===== config.mk =====
export PLATFORM = sky130hd
export DESIGN_NAME = dag_topological_order_latency
export DESIGN_NICKNAME = d
export VERILOG_FILES = /design/src/hdl/dtol_pkg.sv /design/src/hdl/dtol_edge_store.sv /design/src/hdl/dtol_ctrl.sv /design/src/hdl/dag_topological_order_latency.sv
export SDC_FILE = /design/constraint.sdc
export NUM_CORES = 2
export LEC_CHECK = 0
export BUFFER_PORTS_ARGS = -buffer_cell sky130_fd_sc_hd__buf_4
export CORE_UTILIZATION = 50
export CTS_CLUSTER_DIAMETER = 40
export DETAILED_ROUTE_END_ITERATION = 6
export PLACE_DENSITY = 0.64
export SETUP_SLACK_MARGIN = 0.5
export SLEW_MARGIN = 20
export SYNTH_ARGS = -nofsm -noshare
export SYNTH_HDL_FRONTEND = slang
export SYNTH_HIERARCHICAL = 1
export SYNTH_SLANG_ARGS = --single-unit

===== constraint.sdc =====
create_clock -name clk_i -period 9 [get_ports clk_i]
set_input_delay 1.35 -clock clk_i [delete_from_list [all_inputs] [get_ports clk_i]]
set_output_delay 1.35 -clock clk_i [all_outputs]
set_load 0.005 [all_outputs]

===== src/hdl/dtol_pkg.sv =====
`timescale 1ns / 1ps
package dtol_pkg;

  localparam int DEF_MAX_NODES    = 32;
  localparam int DEF_MAX_EDGES    = 64;
  localparam int DEF_LATENCY_BITS = 16;

  localparam int ID_W  = 6;
  localparam int LAT_W = 22;
  localparam logic [LAT_W-1:0] LAT_SAT = 22'h3F_FFFF;

  typedef enum logic [2:0] {
    CMD_ADD        = 3'd0,
    CMD_REMOVE     = 3'd1,
    CMD_CONNECT    = 3'd2,
    CMD_DISCONNECT = 3'd3,
    CMD_CLEAR      = 3'd4,
    CMD_COMPILE    = 3'd5,
    CMD_QUERY_LAT  = 3'd6,
    CMD_QUERY_ORD  = 3'd7
  } cmd_e;

  typedef enum logic [1:0] {
    ST_OK        = 2'd0,
    ST_REJECTED  = 2'd1,
    ST_CYCLE     = 2'd2,
    ST_NOT_FOUND = 2'd3
  } status_e;

  typedef enum logic [4:0] {
    S_IDLE,
    S_DISPATCH,
    S_SCAN_RD,
    S_SCAN_WR,
    S_CONN_RD,
    S_CONN_CHK,
    S_CMP_CLR,
    S_CNT_RD,
    S_CNT_EDGE,
    S_CNT_INC,
    S_SEED_RD,
    S_SEED_CHK,
    S_BFS_HEAD,
    S_BFS_ID,
    S_BFS_RD,
    S_BFS_EDGE,
    S_BFS_DEC,
    S_LAT_HEAD,
    S_LAT_ID,
    S_LAT_RD,
    S_LAT_EDGE,
    S_LAT_CMP,
    S_LAT_SUM,
    S_Q_ORD,
    S_Q_LAT,
    S_DONE
  } state_e;

  typedef struct packed {
    logic wr_en;
    logic rd_en;
  } mem_ctl_t;

  typedef struct packed {
    status_e           status;
    logic [ID_W-1:0]   node_id;
    logic [LAT_W-1:0]  latency;
  } result_t;

endpackage


===== src/hdl/dtol_edge_store.sv =====
`timescale 1ns / 1ps
module dtol_edge_store #(
  parameter int MAX_EDGES = dtol_pkg::DEF_MAX_EDGES,
  parameter int EAW       = (MAX_EDGES > 1) ? $clog2(MAX_EDGES) : 1
) (
  input  logic                      clk_i,
  input  dtol_pkg::mem_ctl_t        ctl_i,
  input  logic [EAW-1:0]            waddr_i,
  input  logic [dtol_pkg::ID_W-1:0] wsrc_i,
  input  logic [dtol_pkg::ID_W-1:0] wtgt_i,
  input  logic [EAW-1:0]            raddr_i,
  output logic [dtol_pkg::ID_W-1:0] rsrc_o,
  output logic [dtol_pkg::ID_W-1:0] rtgt_o
);

  logic [2*dtol_pkg::ID_W-1:0] mem [MAX_EDGES];
  logic [2*dtol_pkg::ID_W-1:0] rd_q;

  always_ff @(posedge clk_i) begin
    if (ctl_i.wr_en) begin
      mem[waddr_i] <= {wtgt_i, wsrc_i};
    end
    if (ctl_i.rd_en) begin
      rd_q <= mem[raddr_i];
    end
  end

  assign rsrc_o = rd_q[dtol_pkg::ID_W-1:0];
  assign rtgt_o = rd_q[2*dtol_pkg::ID_W-1:dtol_pkg::ID_W];

endmodule


===== src/hdl/dtol_ctrl.sv =====
`timescale 1ns / 1ps
module dtol_ctrl #(
  parameter int MAX_NODES    = dtol_pkg::DEF_MAX_NODES,
  parameter int MAX_EDGES    = dtol_pkg::DEF_MAX_EDGES,
  parameter int LATENCY_BITS = dtol_pkg::DEF_LATENCY_BITS,
  parameter int EAW          = (MAX_EDGES > 1) ? $clog2(MAX_EDGES) : 1
) (
  input  logic                      clk_i,
  input  logic                      rst_ni,
  input  logic                      in_valid_i,
  output logic                      in_ready_o,
  input  dtol_pkg::cmd_e            in_cmd_i,
  input  logic [dtol_pkg::ID_W-1:0] in_a_i,
  input  logic [dtol_pkg::ID_W-1:0] in_b_i,
  input  logic [15:0]               in_lat_i,
  input  logic [4:0]                in_pos_i,
  output logic                      res_valid_o,
  input  logic                      res_ready_i,
  output dtol_pkg::result_t         res_o,
  output dtol_pkg::mem_ctl_t        e_ctl_o,
  output logic [EAW-1:0]            e_waddr_o,
  output logic [dtol_pkg::ID_W-1:0] e_wsrc_o,
  output logic [dtol_pkg::ID_W-1:0] e_wtgt_o,
  output logic [EAW-1:0]            e_raddr_o,
  input  logic [dtol_pkg::ID_W-1:0] e_src_i,
  input  logic [dtol_pkg::ID_W-1:0] e_tgt_i
);

  localparam int ID_W  = dtol_pkg::ID_W;
  localparam int LAT_W = dtol_pkg::LAT_W;
  localparam int EW    = $clog2(MAX_EDGES + 1);
  localparam int NIDX  = $clog2(MAX_NODES);
  localparam int NW    = $clog2(MAX_NODES + 1);
  localparam int SUM_W = ((LATENCY_BITS > LAT_W) ? LATENCY_BITS : LAT_W) + 1;

  dtol_pkg::state_e st_q, st_d;

  dtol_pkg::cmd_e    cmd_q;
  logic [ID_W-1:0]   a_q, b_q;
  logic [15:0]       lat_q;
  logic [4:0]        pos_q;

  logic [MAX_NODES-1:0] present_q, present_d;
  logic [ID_W-1:0]      next_id_q, next_id_d;
  logic [EW-1:0]        edge_cnt_q, edge_cnt_d;
  logic [NW-1:0]        order_len_q, order_len_d;
  logic [LAT_W-1:0]     largest_q, largest_d;
  logic                 compiled_q, compiled_d;

  logic [EW-1:0]     idx_q, idx_d, wix_q, wix_d;
  logic              found_q, found_d;
  logic [NW-1:0]     node_q, node_d, head_q, head_d, tail_q, tail_d, n_q, n_d;
  logic [ID_W-1:0]   cur_q, cur_d, tgt_q, tgt_d;
  logic [LAT_W-1:0]  best_q, best_d;
  dtol_pkg::result_t res_q, res_d;

  // node-indexed memories
  logic [LATENCY_BITS-1:0] own_mem [MAX_NODES];
  logic [LAT_W-1:0]        path_mem [MAX_NODES];
  logic [NW-1:0]           deg_mem [MAX_NODES];
  logic [ID_W-1:0]         ord_mem [MAX_NODES];

  logic                    own_we, own_re, path_we, path_re;
  logic                    deg_we, deg_re, ord_we, ord_re;
  logic [NIDX-1:0]         own_wa, own_ra, path_wa, path_ra;
  logic [NIDX-1:0]         deg_wa, deg_ra, ord_wa, ord_ra;
  logic [LATENCY_BITS-1:0] own_wd, own_rd_q;
  logic [LAT_W-1:0]        path_wd, path_rd_q;
  logic [NW-1:0]           deg_wd, deg_rd_q;
  logic [ID_W-1:0]         ord_wd, ord_rd_q;

  function automatic logic [NIDX-1:0] to_ix(input logic [ID_W-1:0] id);
    logic [ID_W-1:0] m;
    m = id - 1'b1;
    return NIDX'(m);
  endfunction

  function automatic logic id_ok(input logic [ID_W-1:0] id,
                                 input logic [MAX_NODES-1:0] pres);
    return (id != '0) && (id <= ID_W'(MAX_NODES)) && pres[to_ix(id)];
  endfunction

  logic e_more, head_more, ok_a, conn_bad, ord_ok, scan_hit, dup;
  logic node_last, seed_done, tgt_ok, src_ok;
  logic [SUM_W-1:0] sum;
  logic [LAT_W-1:0] sat;

  assign e_more    = idx_q < edge_cnt_q;
  assign head_more = head_q < tail_q;
  assign ok_a      = id_ok(a_q, present_q);
  assign conn_bad  = (a_q == '0) || (b_q == '0) || (a_q == b_q) || !ok_a
                   || !id_ok(b_q, present_q) || (edge_cnt_q >= EW'(MAX_EDGES));
  assign ord_ok    = compiled_q && (7'(pos_q) < 7'(order_len_q));
  assign scan_hit  = (cmd_q == dtol_pkg::CMD_REMOVE)
                   ? ((e_src_i == a_q) || (e_tgt_i == a_q))
                   : ((e_src_i == a_q) && (e_tgt_i == b_q));
  assign dup       = (e_src_i == a_q) && (e_tgt_i == b_q);
  assign node_last = node_q == NW'(MAX_NODES - 1);
  assign seed_done = node_q == NW'(MAX_NODES);
  assign tgt_ok    = id_ok(e_tgt_i, present_q);
  assign src_ok    = id_ok(e_src_i, present_q);
  assign sum       = SUM_W'(best_q) + SUM_W'(own_rd_q);
  assign sat       = (sum > SUM_W'(dtol_pkg::LAT_SAT)) ? dtol_pkg::LAT_SAT : LAT_W'(sum);

  assign in_ready_o  = st_q == dtol_pkg::S_IDLE;
  assign res_valid_o = st_q == dtol_pkg::S_DONE;
  assign res_o       = res_q;

  // next state
  always_comb begin
    st_d = st_q;
    unique case (st_q)
      dtol_pkg::S_IDLE: if (in_valid_i) st_d = dtol_pkg::S_DISPATCH;
      dtol_pkg::S_DISPATCH: begin
        unique case (cmd_q)
          dtol_pkg::CMD_ADD, dtol_pkg::CMD_CLEAR: st_d = dtol_pkg::S_DONE;
          dtol_pkg::CMD_REMOVE:
            st_d = ok_a ? dtol_pkg::S_SCAN_RD : dtol_pkg::S_DONE;
          dtol_pkg::CMD_DISCONNECT: st_d = dtol_pkg::S_SCAN_RD;
          dtol_pkg::CMD_CONNECT:
            st_d = conn_bad ? dtol_pkg::S_DONE : dtol_pkg::S_CONN_RD;
          dtol_pkg::CMD_COMPILE: st_d = dtol_pkg::S_CMP_CLR;
          dtol_pkg::CMD_QUERY_LAT:
            st_d = (compiled_q && ok_a) ? dtol_pkg::S_Q_LAT : dtol_pkg::S_DONE;
          dtol_pkg::CMD_QUERY_ORD:
            st_d = ord_ok ? dtol_pkg::S_Q_ORD : dtol_pkg::S_DONE;
          default: st_d = dtol_pkg::S_DONE;
        endcase
      end
      dtol_pkg::S_SCAN_RD:  st_d = e_more ? dtol_pkg::S_SCAN_WR : dtol_pkg::S_DONE;
      dtol_pkg::S_SCAN_WR:  st_d = dtol_pkg::S_SCAN_RD;
      dtol_pkg::S_CONN_RD:  st_d = e_more ? dtol_pkg::S_CONN_CHK : dtol_pkg::S_DONE;
      dtol_pkg::S_CONN_CHK: st_d = dup ? dtol_pkg::S_DONE : dtol_pkg::S_CONN_RD;
      dtol_pkg::S_CMP_CLR:  st_d = node_last ? dtol_pkg::S_CNT_RD : dtol_pkg::S_CMP_CLR;
      dtol_pkg::S_CNT_RD:   st_d = e_more ? dtol_pkg::S_CNT_EDGE : dtol_pkg::S_SEED_RD;
      dtol_pkg::S_CNT_EDGE: st_d = tgt_ok ? dtol_pkg::S_CNT_INC : dtol_pkg::S_CNT_RD;
      dtol_pkg::S_CNT_INC:  st_d = dtol_pkg::S_CNT_RD;
      dtol_pkg::S_SEED_RD:  st_d = seed_done ? dtol_pkg::S_BFS_HEAD : dtol_pkg::S_SEED_CHK;
      dtol_pkg::S_SEED_CHK: st_d = dtol_pkg::S_SEED_RD;
      dtol_pkg::S_BFS_HEAD: begin
        if (head_more) st_d = dtol_pkg::S_BFS_ID;
        else if (tail_q == n_q) st_d = dtol_pkg::S_LAT_HEAD;
        else st_d = dtol_pkg::S_DONE;
      end
      dtol_pkg::S_BFS_ID:   st_d = dtol_pkg::S_BFS_RD;
      dtol_pkg::S_BFS_RD:   st_d = e_more ? dtol_pkg::S_BFS_EDGE : dtol_pkg::S_BFS_HEAD;
      dtol_pkg::S_BFS_EDGE:
        st_d = ((e_src_i == cur_q) && tgt_ok) ? dtol_pkg::S_BFS_DEC : dtol_pkg::S_BFS_RD;
      dtol_pkg::S_BFS_DEC:  st_d = dtol_pkg::S_BFS_RD;
      dtol_pkg::S_LAT_HEAD: st_d = head_more ? dtol_pkg::S_LAT_ID : dtol_pkg::S_DONE;
      dtol_pkg::S_LAT_ID:   st_d = dtol_pkg::S_LAT_RD;
      dtol_pkg::S_LAT_RD:   st_d = e_more ? dtol_pkg::S_LAT_EDGE : dtol_pkg::S_LAT_SUM;
      dtol_pkg::S_LAT_EDGE:
        st_d = ((e_tgt_i == cur_q) && src_ok) ? dtol_pkg::S_LAT_CMP : dtol_pkg::S_LAT_RD;
      dtol_pkg::S_LAT_CMP:  st_d = dtol_pkg::S_LAT_RD;
      dtol_pkg::S_LAT_SUM:  st_d = dtol_pkg::S_LAT_HEAD;
      dtol_pkg::S_Q_ORD:    st_d = dtol_pkg::S_Q_LAT;
      dtol_pkg::S_Q_LAT:    st_d = dtol_pkg::S_DONE;
      dtol_pkg::S_DONE:     if (res_ready_i) st_d = dtol_pkg::S_IDLE;
      default:              st_d = dtol_pkg::S_IDLE;
    endcase
  end

  // datapath and memory strobes
  always_comb begin
    present_d   = present_q;
    next_id_d   = next_id_q;
    edge_cnt_d  = edge_cnt_q;
    order_len_d = order_len_q;
    largest_d   = largest_q;
    compiled_d  = compiled_q;
    idx_d       = idx_q;
    wix_d       = wix_q;
    found_d     = found_q;
    node_d      = node_q;
    head_d      = head_q;
    tail_d      = tail_q;
    n_d         = n_q;
    cur_d       = cur_q;
    tgt_d       = tgt_q;
    best_d      = best_q;
    res_d       = res_q;
    e_ctl_o     = '0;
    e_waddr_o   = EAW'(wix_q);
    e_wsrc_o    = e_src_i;
    e_wtgt_o    = e_tgt_i;
    e_raddr_o   = EAW'(idx_q);
    own_we = 1'b0; own_re = 1'b0; own_wa = to_ix(next_id_q); own_ra = to_ix(cur_q);
    own_wd = LATENCY_BITS'(lat_q);
    path_we = 1'b0; path_re = 1'b0; path_wa = to_ix(cur_q); path_ra = to_ix(e_src_i);
    path_wd = sat;
    deg_we = 1'b0; deg_re = 1'b0; deg_wa = to_ix(tgt_q); deg_ra = to_ix(e_tgt_i);
    deg_wd = '0;
    ord_we = 1'b0; ord_re = 1'b0; ord_wa = NIDX'(tail_q); ord_ra = NIDX'(head_q);
    ord_wd = tgt_q;

    unique case (st_q)
      dtol_pkg::S_DISPATCH: begin
        res_d = '{status: dtol_pkg::ST_OK, node_id: '0, latency: '0};
        idx_d   = '0;
        wix_d   = '0;
        found_d = 1'b0;
        unique case (cmd_q)
          dtol_pkg::CMD_ADD: begin
            if (next_id_q > ID_W'(MAX_NODES)) begin
              res_d.status = dtol_pkg::ST_REJECTED;
            end else begin
              own_we                    = 1'b1;
              present_d[to_ix(next_id_q)] = 1'b1;
              next_id_d                 = next_id_q + 1'b1;
              res_d.node_id             = next_id_q;
              order_len_d = '0; largest_d = '0; compiled_d = 1'b0;
            end
          end
          dtol_pkg::CMD_REMOVE: begin
            if (ok_a) present_d[to_ix(a_q)] = 1'b0;
            else res_d.status = dtol_pkg::ST_NOT_FOUND;
          end
          dtol_pkg::CMD_DISCONNECT: ;
          dtol_pkg::CMD_CONNECT: begin
            if (conn_bad) res_d.status = dtol_pkg::ST_REJECTED;
          end
          dtol_pkg::CMD_CLEAR: begin
            present_d  = '0;
            edge_cnt_d = '0;
            next_id_d  = ID_W'(1);
            order_len_d = '0; largest_d = '0; compiled_d = 1'b0;
          end
          dtol_pkg::CMD_COMPILE: begin
            order_len_d = '0; largest_d = '0; compiled_d = 1'b0;
            node_d = '0;
          end
          dtol_pkg::CMD_QUERY_LAT: begin
            cur_d = '0;
            if (compiled_q && ok_a) begin
              path_re = 1'b1;
              path_ra = to_ix(a_q);
            end else begin
              res_d.status = dtol_pkg::ST_NOT_FOUND;
            end
          end
          dtol_pkg::CMD_QUERY_ORD: begin
            if (ord_ok) begin
              ord_re = 1'b1;
              ord_ra = NIDX'(pos_q);
            end else begin
              res_d.status = dtol_pkg::ST_NOT_FOUND;
            end
          end
          default: ;
        endcase
      end
      dtol_pkg::S_SCAN_RD: begin
        if (e_more) begin
          e_ctl_o.rd_en = 1'b1;
        end else begin
          edge_cnt_d = wix_q;
          if ((cmd_q == dtol_pkg::CMD_REMOVE) || found_q) begin
            order_len_d = '0; largest_d = '0; compiled_d = 1'b0;
          end else begin
            res_d.status = dtol_pkg::ST_NOT_FOUND;
          end
        end
      end
      dtol_pkg::S_SCAN_WR: begin
        // keep survivors packed in order
        if (scan_hit) begin
          found_d = 1'b1;
        end else begin
          e_ctl_o.wr_en = 1'b1;
          wix_d = wix_q + 1'b1;
        end
        idx_d = idx_q + 1'b1;
      end
      dtol_pkg::S_CONN_RD: begin
        if (e_more) begin
          e_ctl_o.rd_en = 1'b1;
        end else begin
          e_ctl_o.wr_en = 1'b1;
          e_waddr_o  = EAW'(edge_cnt_q);
          e_wsrc_o   = a_q;
          e_wtgt_o   = b_q;
          edge_cnt_d = edge_cnt_q + 1'b1;
          order_len_d = '0; largest_d = '0; compiled_d = 1'b0;
        end
      end
      dtol_pkg::S_CONN_CHK: begin
        if (dup) res_d.status = dtol_pkg::ST_REJECTED;
        else idx_d = idx_q + 1'b1;
      end
      dtol_pkg::S_CMP_CLR: begin
        deg_we = 1'b1;
        deg_wa = NIDX'(node_q);
        deg_wd = '0;
        node_d = node_q + 1'b1;
        idx_d  = '0;
      end
      dtol_pkg::S_CNT_RD: begin
        if (e_more) begin
          e_ctl_o.rd_en = 1'b1;
        end else begin
          node_d = '0;
          tail_d = '0;
          n_d    = '0;
        end
      end
      dtol_pkg::S_CNT_EDGE: begin
        if (tgt_ok) begin
          deg_re = 1'b1;
          tgt_d  = e_tgt_i;
        end else begin
          idx_d = idx_q + 1'b1;
        end
      end
      dtol_pkg::S_CNT_INC: begin
        deg_we = 1'b1;
        deg_wd = deg_rd_q + 1'b1;
        idx_d  = idx_q + 1'b1;
      end
      dtol_pkg::S_SEED_RD: begin
        if (seed_done) begin
          head_d = '0;
        end else begin
          deg_re = 1'b1;
          deg_ra = NIDX'(node_q);
        end
      end
      dtol_pkg::S_SEED_CHK: begin
        if (present_q[NIDX'(node_q)]) begin
          n_d = n_q + 1'b1;
          if (deg_rd_q == '0) begin
            ord_we = 1'b1;
            ord_wd = ID_W'(node_q) + 1'b1;
            tail_d = tail_q + 1'b1;
          end
        end
        node_d = node_q + 1'b1;
      end
      dtol_pkg::S_BFS_HEAD: begin
        if (head_more) begin
          ord_re = 1'b1;
        end else if (tail_q == n_q) begin
          head_d    = '0;
          largest_d = '0;
        end else begin
          res_d.status = dtol_pkg::ST_CYCLE;
        end
      end
      dtol_pkg::S_BFS_ID: begin
        cur_d  = ord_rd_q;
        head_d = head_q + 1'b1;
        idx_d  = '0;
      end
      dtol_pkg::S_BFS_RD: begin
        if (e_more) e_ctl_o.rd_en = 1'b1;
      end
      dtol_pkg::S_BFS_EDGE: begin
        if ((e_src_i == cur_q) && tgt_ok) begin
          deg_re = 1'b1;
          tgt_d  = e_tgt_i;
        end else begin
          idx_d = idx_q + 1'b1;
        end
      end
      dtol_pkg::S_BFS_DEC: begin
        if (deg_rd_q != '0) begin
          deg_we = 1'b1;
          deg_wd = deg_rd_q - 1'b1;
          if ((deg_rd_q == NW'(1)) && (tail_q < NW'(MAX_NODES))) begin
            ord_we = 1'b1;
            tail_d = tail_q + 1'b1;
          end
        end
        idx_d = idx_q + 1'b1;
      end
      dtol_pkg::S_LAT_HEAD: begin
        if (head_more) begin
          ord_re = 1'b1;
        end else begin
          order_len_d   = tail_q;
          compiled_d    = 1'b1;
          res_d.latency = largest_q;
        end
      end
      dtol_pkg::S_LAT_ID: begin
        cur_d  = ord_rd_q;
        head_d = head_q + 1'b1;
        best_d = '0;
        idx_d  = '0;
      end
      dtol_pkg::S_LAT_RD: begin
        if (e_more) e_ctl_o.rd_en = 1'b1;
        else own_re = 1'b1;
      end
      dtol_pkg::S_LAT_EDGE: begin
        if ((e_tgt_i == cur_q) && src_ok) path_re = 1'b1;
        else idx_d = idx_q + 1'b1;
      end
      dtol_pkg::S_LAT_CMP: begin
        if (path_rd_q > best_q) best_d = path_rd_q;
        idx_d = idx_q + 1'b1;
      end
      dtol_pkg::S_LAT_SUM: begin
        path_we = 1'b1;
        if (sat > largest_q) largest_d = sat;
      end
      dtol_pkg::S_Q_ORD: begin
        cur_d   = ord_rd_q;
        path_re = 1'b1;
        path_ra = to_ix(ord_rd_q);
      end
      dtol_pkg::S_Q_LAT: begin
        res_d.latency = path_rd_q;
        res_d.node_id = cur_q;
      end
      default: ;
    endcase
  end

  always_ff @(posedge clk_i or negedge rst_ni) begin
    if (!rst_ni) begin
      st_q        <= dtol_pkg::S_IDLE;
      present_q   <= '0;
      next_id_q   <= ID_W'(1);
      edge_cnt_q  <= '0;
      order_len_q <= '0;
      largest_q   <= '0;
      compiled_q  <= 1'b0;
    end else begin
      st_q        <= st_d;
      present_q   <= present_d;
      next_id_q   <= next_id_d;
      edge_cnt_q  <= edge_cnt_d;
      order_len_q <= order_len_d;
      largest_q   <= largest_d;
      compiled_q  <= compiled_d;
    end
  end

  always_ff @(posedge clk_i) begin
    if (in_valid_i && (st_q == dtol_pkg::S_IDLE)) begin
      cmd_q <= in_cmd_i;
      a_q   <= in_a_i;
      b_q   <= in_b_i;
      lat_q <= in_lat_i;
      pos_q <= in_pos_i;
    end
    idx_q   <= idx_d;
    wix_q   <= wix_d;
    found_q <= found_d;
    node_q  <= node_d;
    head_q  <= head_d;
    tail_q  <= tail_d;
    n_q     <= n_d;
    cur_q   <= cur_d;
    tgt_q   <= tgt_d;
    best_q  <= best_d;
    res_q   <= res_d;
  end

  always_ff @(posedge clk_i) begin
    if (own_we) own_mem[own_wa] <= own_wd;
    if (own_re) own_rd_q <= own_mem[own_ra];
    if (path_we) path_mem[path_wa] <= path_wd;
    if (path_re) path_rd_q <= path_mem[path_ra];
    if (deg_we) deg_mem[deg_wa] <= deg_wd;
    if (deg_re) deg_rd_q <= deg_mem[deg_ra];
    if (ord_we) ord_mem[ord_wa] <= ord_wd;
    if (ord_re) ord_rd_q <= ord_mem[ord_ra];
  end

  a_edge_cnt_range: assert property (@(posedge clk_i) disable iff (!rst_ni)
    edge_cnt_q <= EW'(MAX_EDGES))
    else $error("edge count past table size");

  a_next_id_range: assert property (@(posedge clk_i) disable iff (!rst_ni)
    (next_id_q != '0) && (next_id_q <= ID_W'(MAX_NODES + 1)))
    else $error("next id out of range");

  a_cycle_uncompiled: assert property (@(posedge clk_i) disable iff (!rst_ni)
    (st_q == dtol_pkg::S_DONE) && (res_q.status == dtol_pkg::ST_CYCLE) |-> !compiled_q)
    else $error("cycle reported while compiled");

  a_order_len_range: assert property (@(posedge clk_i) disable iff (!rst_ni)
    compiled_q |-> (order_len_q <= NW'(MAX_NODES)))
    else $error("order length past node count");

  a_accept_only_idle: assert property (@(posedge clk_i) disable iff (!rst_ni)
    (st_q == dtol_pkg::S_IDLE) && in_valid_i |=> (st_q == dtol_pkg::S_DISPATCH))
    else $error("request accepted without dispatch");

endmodule


===== src/hdl/dag_topological_order_latency.sv =====
`timescale 1ns / 1ps
// channel dir bits fields, low bit up
// s_axis in  40  command[2:0] first_id[8:3] second_id[14:9] node_latency[30:15] order_position[35:31]
// m_axis out 32  status[1:0] node_id[7:2] latency_value[29:8]
//
// One request at a time. Connect, remove and disconnect scan the edge table once;
// compile walks it once to count in-degrees, then once per node in each of the
// ordering and latency passes, with the edge table giving one read per cycle.
// Reset is immediate, no clearing pass. A held result lets one more request run, then stalls s_axis.
module dag_topological_order_latency #(
  parameter int MAX_NODES    = dtol_pkg::DEF_MAX_NODES,
  parameter int MAX_EDGES    = dtol_pkg::DEF_MAX_EDGES,
  parameter int LATENCY_BITS = dtol_pkg::DEF_LATENCY_BITS
) (
  input  logic        clk_i,
  input  logic        rst_ni,
  input  logic        s_axis_tvalid,
  output logic        s_axis_tready,
  input  logic [39:0] s_axis_tdata,  // command, first_id, second_id, node_latency, order_position
  output logic        m_axis_tvalid,
  input  logic        m_axis_tready,
  output logic [31:0] m_axis_tdata   // status, node_id, latency_value
);

  localparam int EAW = (MAX_EDGES > 1) ? $clog2(MAX_EDGES) : 1;

  dtol_pkg::mem_ctl_t        e_ctl;
  logic [EAW-1:0]            e_waddr, e_raddr;
  logic [dtol_pkg::ID_W-1:0] e_wsrc, e_wtgt, e_src, e_tgt;
  logic                      res_valid, res_ready;
  dtol_pkg::result_t         res, out_q;
  logic                      out_valid_q;

  dtol_edge_store #(.MAX_EDGES(MAX_EDGES), .EAW(EAW)) u_edges (
    .clk_i   (clk_i),
    .ctl_i   (e_ctl),
    .waddr_i (e_waddr),
    .wsrc_i  (e_wsrc),
    .wtgt_i  (e_wtgt),
    .raddr_i (e_raddr),
    .rsrc_o  (e_src),
    .rtgt_o  (e_tgt)
  );

  dtol_ctrl #(
    .MAX_NODES    (MAX_NODES),
    .MAX_EDGES    (MAX_EDGES),
    .LATENCY_BITS (LATENCY_BITS),
    .EAW          (EAW)
  ) u_ctrl (
    .clk_i       (clk_i),
    .rst_ni      (rst_ni),
    .in_valid_i  (s_axis_tvalid),
    .in_ready_o  (s_axis_tready),
    .in_cmd_i    (dtol_pkg::cmd_e'(s_axis_tdata[2:0])),
    .in_a_i      (s_axis_tdata[8:3]),
    .in_b_i      (s_axis_tdata[14:9]),
    .in_lat_i    (s_axis_tdata[30:15]),
    .in_pos_i    (s_axis_tdata[35:31]),
    .res_valid_o (res_valid),
    .res_ready_i (res_ready),
    .res_o       (res),
    .e_ctl_o     (e_ctl),
    .e_waddr_o   (e_waddr),
    .e_wsrc_o    (e_wsrc),
    .e_wtgt_o    (e_wtgt),
    .e_raddr_o   (e_raddr),
    .e_src_i     (e_src),
    .e_tgt_i     (e_tgt)
  );

  // load when empty or being drained
  assign res_ready = !out_valid_q || m_axis_tready;

  always_ff @(posedge clk_i or negedge rst_ni) begin
    if (!rst_ni) begin
      out_valid_q <= 1'b0;
    end else if (res_ready) begin
      out_valid_q <= res_valid;
    end
  end

  always_ff @(posedge clk_i) begin
    if (res_ready && res_valid) begin
      out_q <= res;
    end
  end

  assign m_axis_tvalid = out_valid_q;
  assign m_axis_tdata  = {2'b00, out_q.latency, out_q.node_id, out_q.status};

endmodule

### Word level (Yosys, flattened, before mapping)

Memory sizes are Yosys's and may differ from the RTL's. A register that Yosys moved wholly into a read port is not among the register bits.
Index checks and enable logic that the tools add are counted.

* flip-flop bits (word level): 249
* word-level logic and storage cells: 414
* memories kept: 5
* output and inout port bits: 34
* bits in writable memories: 2368

* reductions and logical operators: 86
* $add $sub $neg: 19
* bitwise operators: 3
* multiplexer cells: 175
* $lt $le $gt $ge: 21
* equality and inequality tests: 76

Memories
* u_edges.mem: depth 64, width 12, read ports 1, clocked after memory_dff 1, write ports 1, RTL line dtol_edge_store.sv:16 `logic [2*dtol_pkg::ID_W-1:0] mem [MAX_EDGES];`
* u_ctrl.path_mem: depth 32, width 22, read ports 1, clocked after memory_dff 1, write ports 1, RTL line dtol_ctrl.sv:59 `logic [LAT_W-1:0] path_mem [MAX_NODES];`
* u_ctrl.own_mem: depth 32, width 16, read ports 1, clocked after memory_dff 1, write ports 1, RTL line dtol_ctrl.sv:58 `logic [LATENCY_BITS-1:0] own_mem [MAX_NODES];`
* u_ctrl.deg_mem: depth 32, width 6, read ports 1, clocked after memory_dff 1, write ports 1, RTL line dtol_ctrl.sv:60 `logic [NW-1:0] deg_mem [MAX_NODES];`
* u_ctrl.ord_mem: depth 32, width 6, read ports 1, clocked after memory_dff 1, write ports 1, RTL line dtol_ctrl.sv:61 `logic [ID_W-1:0] ord_mem [MAX_NODES];`

Operator list (count)
* $mux 22: 10
* $mux 6: 30
* $pmux 5 s24: 1
* $pmux 22 s5: 1
* $pmux 32 s3: 1
* $pmux 22 s2: 2
* $mux 5: 17
* $pmux 6 s2: 7
* $pmux 22 s3: 1
* $mux 32: 2
* $mux 7: 8
* $pmux 6 s3: 3
* $mux 1: 51
* $eq 5x5->1 const B: 10
* $gt 22x22->1: 2
* $eq 6x6->1: 7
* $pmux 7 s6: 1
* $eq 5x4->1 const B: 8
* $sub 5x1->5 const B: 8
* $add 6x1->6 const B: 6
* $lt 5x6->1 const B: 6
* $reduce_bool 6->1: 6
* $pmux 5 s7: 1
* $ne 2x2->1 const B: 17
* other kinds (61): 174

### Longest topological paths before layout

* depth after elaboration: 11
* mapped depth: 28
* mapped depth without buffers: 25

### By module

The synthesis kept the hierarchy.

By module, submodules not included
* dtol_ctrl: instances 1, sequential area each 55699.7 um^2, cells each 5088, area an instance 79787.8 um^2
* dtol_edge_store: instances 1, sequential area each 23422.5 um^2, cells each 1339, area an instance 29971.2 um^2
* dag_topological_order_latency: instances 1, sequential area each 925.9 um^2, cells each 37, area an instance 973.4 um^2

### Worst setup path before layout

No wires, ideal clock.

* path type: register -> register
* from: register u_ctrl.best_q[0]
* to: register u_ctrl.largest_q[2]
* period minus slack after synthesis: 5.996 ns
* data required time: 8.880 ns
* path slack: 3.004 ns
* stages on the path, launching flop included: 28
* arrival: 5.875 ns
* cell sequence: edfxtp_1 ha_1 fa_1 a21o_1 a21oi_1 o21bai_1 a21oi_1 o21ai_0 a41oi_1 o21ai_0 a21o_1 nand3_1 clkbuf_1 nand2_1 ha_1 a21o_1 a21o_1 a21o_1 a21o_1 a21oi_1 nor2b_1 o21ai_0 a21o_1 a21oi_1 o41a_1 clkbuf_1 clkbuf_1 a31o_2

* longest elaborated chain between the ends: 6
* elaborated cells on any way between the ends: 8

Ends and longest elaborated chain
* from (decl): RTL line dtol_ctrl.sv:54 `logic [LAT_W-1:0] best_q, best_d;`
* from (signal assigned): RTL line dtol_ctrl.sv:457 `best_q <= best_d;`
* $add 22x16->23 *: RTL line dtol_ctrl.sv:102 `assign sum = SUM_W'(best_q) + SUM_W'(own_rd_q);`
* $gt 23x22->1: RTL line dtol_ctrl.sv:103 `assign sat = (sum > SUM_W'(dtol_pkg::LAT_SAT)) ? dtol_pkg::LAT_SAT : LAT_W'(sum);`
* $mux 22 *: RTL line dtol_ctrl.sv:103
* via u_ctrl.path_wd[7]: RTL line dtol_ctrl.sv:68 `logic [LAT_W-1:0] path_wd, path_rd_q;`
* $gt 22x22->1 *: RTL line dtol_ctrl.sv:405 `if (sat > largest_q) largest_d = sat;`
* $ne 2x1->1 (no source line) *
* $reduce_and 9->1 (no source line) *
* to (signal assigned): RTL line dtol_ctrl.sv:435 `largest_q <= largest_d;`
* to (decl): RTL line dtol_ctrl.sv:47 `logic [LAT_W-1:0] largest_q, largest_d;`

The timed path passes the listed nets; every way through them passes the cells marked *. The select of a mux whose other input is x is not followed.
A chain may end at the register's enable or synchronous reset.

### Worst setup path after layout

* from: register u_ctrl.best_q[0]
* to: register u_ctrl.largest_q[21]

Same word-level chain as after synthesis.

==> impl_metrics.tcl <==
set metrics [dict create \
    drc_errors 0 \
    place_congestion 0.882 \
    slew_violations 0 \
    power.leakage_nw 42.6 \
    setup_tns_ns 0 \
    start_util_pct 50.3 \
    finalCritPeriodShare_pct 79.5 \
    rows 172 \
    synth_area_leaders "edfxtp_1, mux4_2, mux2i_1, dfrtp_1, nor2_1" \
    rsz0062_at_grt "false" \
    clkTransAtPathRegs_ns 0.06 \
    grt_antenna_before_repair 8 \
    yosysWarnings 6 \
    start_kind "flop" \
    track_usage_pct 25.0 \
    grt_pass1_wl_mm 409 \
    skew_ns 0.110 \
    die_y_microns 473 \
    ir_drop_mv 0.319 \
    place_area_sq_mm 0.115 \
    wl_mm 280 \
    critPathMaxStageDelay_ns 0.69 \
    grt_pass1_vias 60568 \
    fill_cells 16414 \
    power.density_mw_per_mm2 317 \
    startpoint "u_ctrl/best_q[0]" \
    crit_buf_inv 1 \
    relSlewSlack_pct 24.6 \
    synth-edff-count 2599 \
    synth_cell_types 87 \
    hold_viol 0 \
    avgViaCountPerCell 6.11 \
    cts_setup_buffers 0 \
    arrival_ns 8.04 \
    cts_sinks 2679 \
    core_sq_mm 0.220 \
    clkPwrFrac_pct 35.4 \
    final_nets 6932 \
    pwr-share-comb_pct 26.7 \
    min_path_type "in -> async" \
    drt_iter0_markers 6555 \
    maxCapViolations 0 \
    crit_path_cell_trace "ha_1, fa_1, a21o_1, a21oi_1, o21bai_1, a21oi_1, o21ai_0, a41oi_1, o21ai_0, a21o_1, nand3_1, nand2_1, mux2_2, ha_1, nand4_1, nor4_1, nand3_1, nand2_1, nor3_2, o41a_1, buf_4, and2_1, o2bb2ai_1" \
    dieArea_sq_mm 0.223 \
    clk_latency_ns 0.99 \
    yosysMostFrequentCell "edfxtp_1" \
    die_w_microns 473 \
    fmax_mhz 140 \
    drtAntennaViolNets 0 \
    worst_slew_pin_slew_ns 1.13 \
    critPathMaxFanout 34 \
    cts_root_buf "clkbuf_16" \
    place_hpwl_mm 173 \
    finalInstanceArea_sq_mm 0.128 \
    synthFlopType "edfxtp_1" \
    yosysSeqAreaShare_pct 72.3 \
    ys_seq_elements 2679 \
    portBuffers 71 \
    layout-drive-gt1-share_pct 21.8 \
    worst_setup_path_end_kind "flop" \
    cp_slowest_cell "nor3_2" \
    seq_power_share_pct 37.8 \
    cts_made_buffers 373 \
    cts_resized 0 \
    p_sw_w 0.0129 \
    yosys.area.top_type "edfxtp_1" \
    status "finished clean" \
    cts_buffer_depth 4 \
    syn2layout_area_growth_pct 15.4 \
    cts_tree "done" \
    syn_area_per_cell_sq_um 17.1 \
    vias 61299 \
    total_power_w 0.0405 \
    r2r-start "u_ctrl/best_q[0]" \
    path_delay_family "compound AO/OA/AOI/OAI gates" \
    stdcell_count 10028 \
    h-tree-depth 5 \
    synthCells 6464 \
    grt_start_max_net_pins 147 \
    required_ns 9.88 \
    synth_commonest_cells "edfxtp_1, mux4_2, nor2_1, nand2_1, mux2i_1" \
    synthArstFlopShare_pct 2.99 \
    wl_per_cell_microns 27.9 \
    first_pass_iters 6 \
    r2r_slack_ns 1.84 \
    synth.top_cell.area_share_pct 70.5 \
    hold_slack_ns 0.336 \
    ios 78 \
    internal_power_w 0.0276 \
    p_sw_share_pct 31.8 \
    placed_cells 9349 \
    ctsHoldBuffers 0 \
    global_route.overflow_total 0 \
    setup_viol 0 \
    syn_area_sq_mm 0.111 \
    path_class "reg -> reg" \
    min_period_ns 7.16 \
]
==> flip-flops by register name (all words and copies together) (netlist names), 16 cells and up <==
register / cells
u_edges/mem: 768
u_ctrl/path_mem: 704
u_ctrl/own_mem: 512
u_ctrl/deg_mem: 192
u_ctrl/ord_mem: 192
u_ctrl/present_q: 32
m_axis_tdata: 30
u_ctrl/res_o: 30
u_ctrl/best_q: 22
u_ctrl/largest_q: 22
u_ctrl/path_rd_q: 22
u_ctrl/lat_q: 16
u_ctrl/own_rd_q: 16
==> power by group through the flow <==
stage / Clock, W / Combinational [W] / Sequential, W
finish: 0.0143 / 0.0108 / 0.0153
floorplan: 0 / 0.00730 / 0.0153
CTS: 0.0146 / 0.0108 / 0.0153
global route: 0.0151 / 0.0115 / 0.0153
global placement: 0 / 0.0106 / 0.0156
detailed placement: 0 / 0.0108 / 0.0156
==> metrics by stage <==
step,util [%],worst slack (ns)
final,58.1,1.84
after global routing,58.1,1.45
after CTS,58.0,2.06
after detailed placement,52.5,2.08
after global placement,52.4,1.69
after floorplan,-,3.00
==> worst paths after layout <==
check | end | cells past startpoint
setup / recovery | u_ctrl/largest_q[21] | 23
hold / removal | m_axis_tvalid | 1
setup reg to reg | u_ctrl/largest_q[21] | 23
hold reg to reg | m_axis_tdata[12] | 0
max in group asynchronous | u_ctrl/present_q[10] | 2
min in group clk_i | m_axis_tdata[12] | 0
==> layer usage <==
layer,GRT usage [%],share of wire (%),up-vias
met5,0,0.0046,-
met4,9.07,3.6,2
met3,4.64,7.8,490
met2,39.8,48,2703
met1,34.5,40,31662
li1,-,-,26442
==> cell families (layout without fill, tap and decap cells) <==
logic type               Yosys count  count (layout)  share of synthesized area, %
buffers and inverters            466            1066                          1.98
multiplexers                     819             819                          12.2
XOR/XNOR                         114             114                         0.915
other                              1               7                       0.00339
flip-flops                      2679            2679                          72.3
AO/OA/AOI/OAI                    919             919                          5.65
adder cells (fa/ha/maj)          112             112                          1.27
AND/OR/NAND/NOR                 1354            1354                          5.66
==> cell usage in the layout (no fill, tap or decap), types with 43 or more instances in the layout <==
cell type	count
a21o_1	43
a21oi_1	191
a22o_1	44
a22oi_1	130
a31oi_1	61
and3_1	46
buf_4	284
clkbuf_16	377
dfrtp_1	79
edfxtp_1	2599
ha_1	110
inv_1	99
inv_6	51
mux2_2	52
mux2i_1	336
mux4_2	418
nand2_1	404
nand2b_1	51
nand3_1	145
nor2_1	352
nor2_2	58
nor3_1	65
nor4_1	45
o21ai_0	148
xnor2_1	67
xor2_1	44
==> layout make-up <==
class	instances	area, sq um	share of cell area, %
well taps	2958	3700	2.90
clock buffers	413	9570	7.49
multi-input cells	3320	29000	22.7
repair buffers	301	2420	1.89
diodes	5	12.5	0.00979
inverters	101	379	0.297
clock inverters	251	2700	2.12
flip-flops and latches	2679	80000	62.6
==> worst reg2reg max path, delay by kind of cell, from the launching register on <==
| kind | cells | cell delay (ns) |
|---|---|---|
| AOI/OAI and AO/OA | 10 | 2.37 |
| and+or+nand+nor | 8 | 2.31 |
| adders and majority gates | 3 | 1.09 |
| muxes | 1 | 0.58 |
| DFF | 1 | 0.40 |
| buffers and inverters | 1 | 0.36 |
No activity file was read; power rests on OpenSTA's default activity.
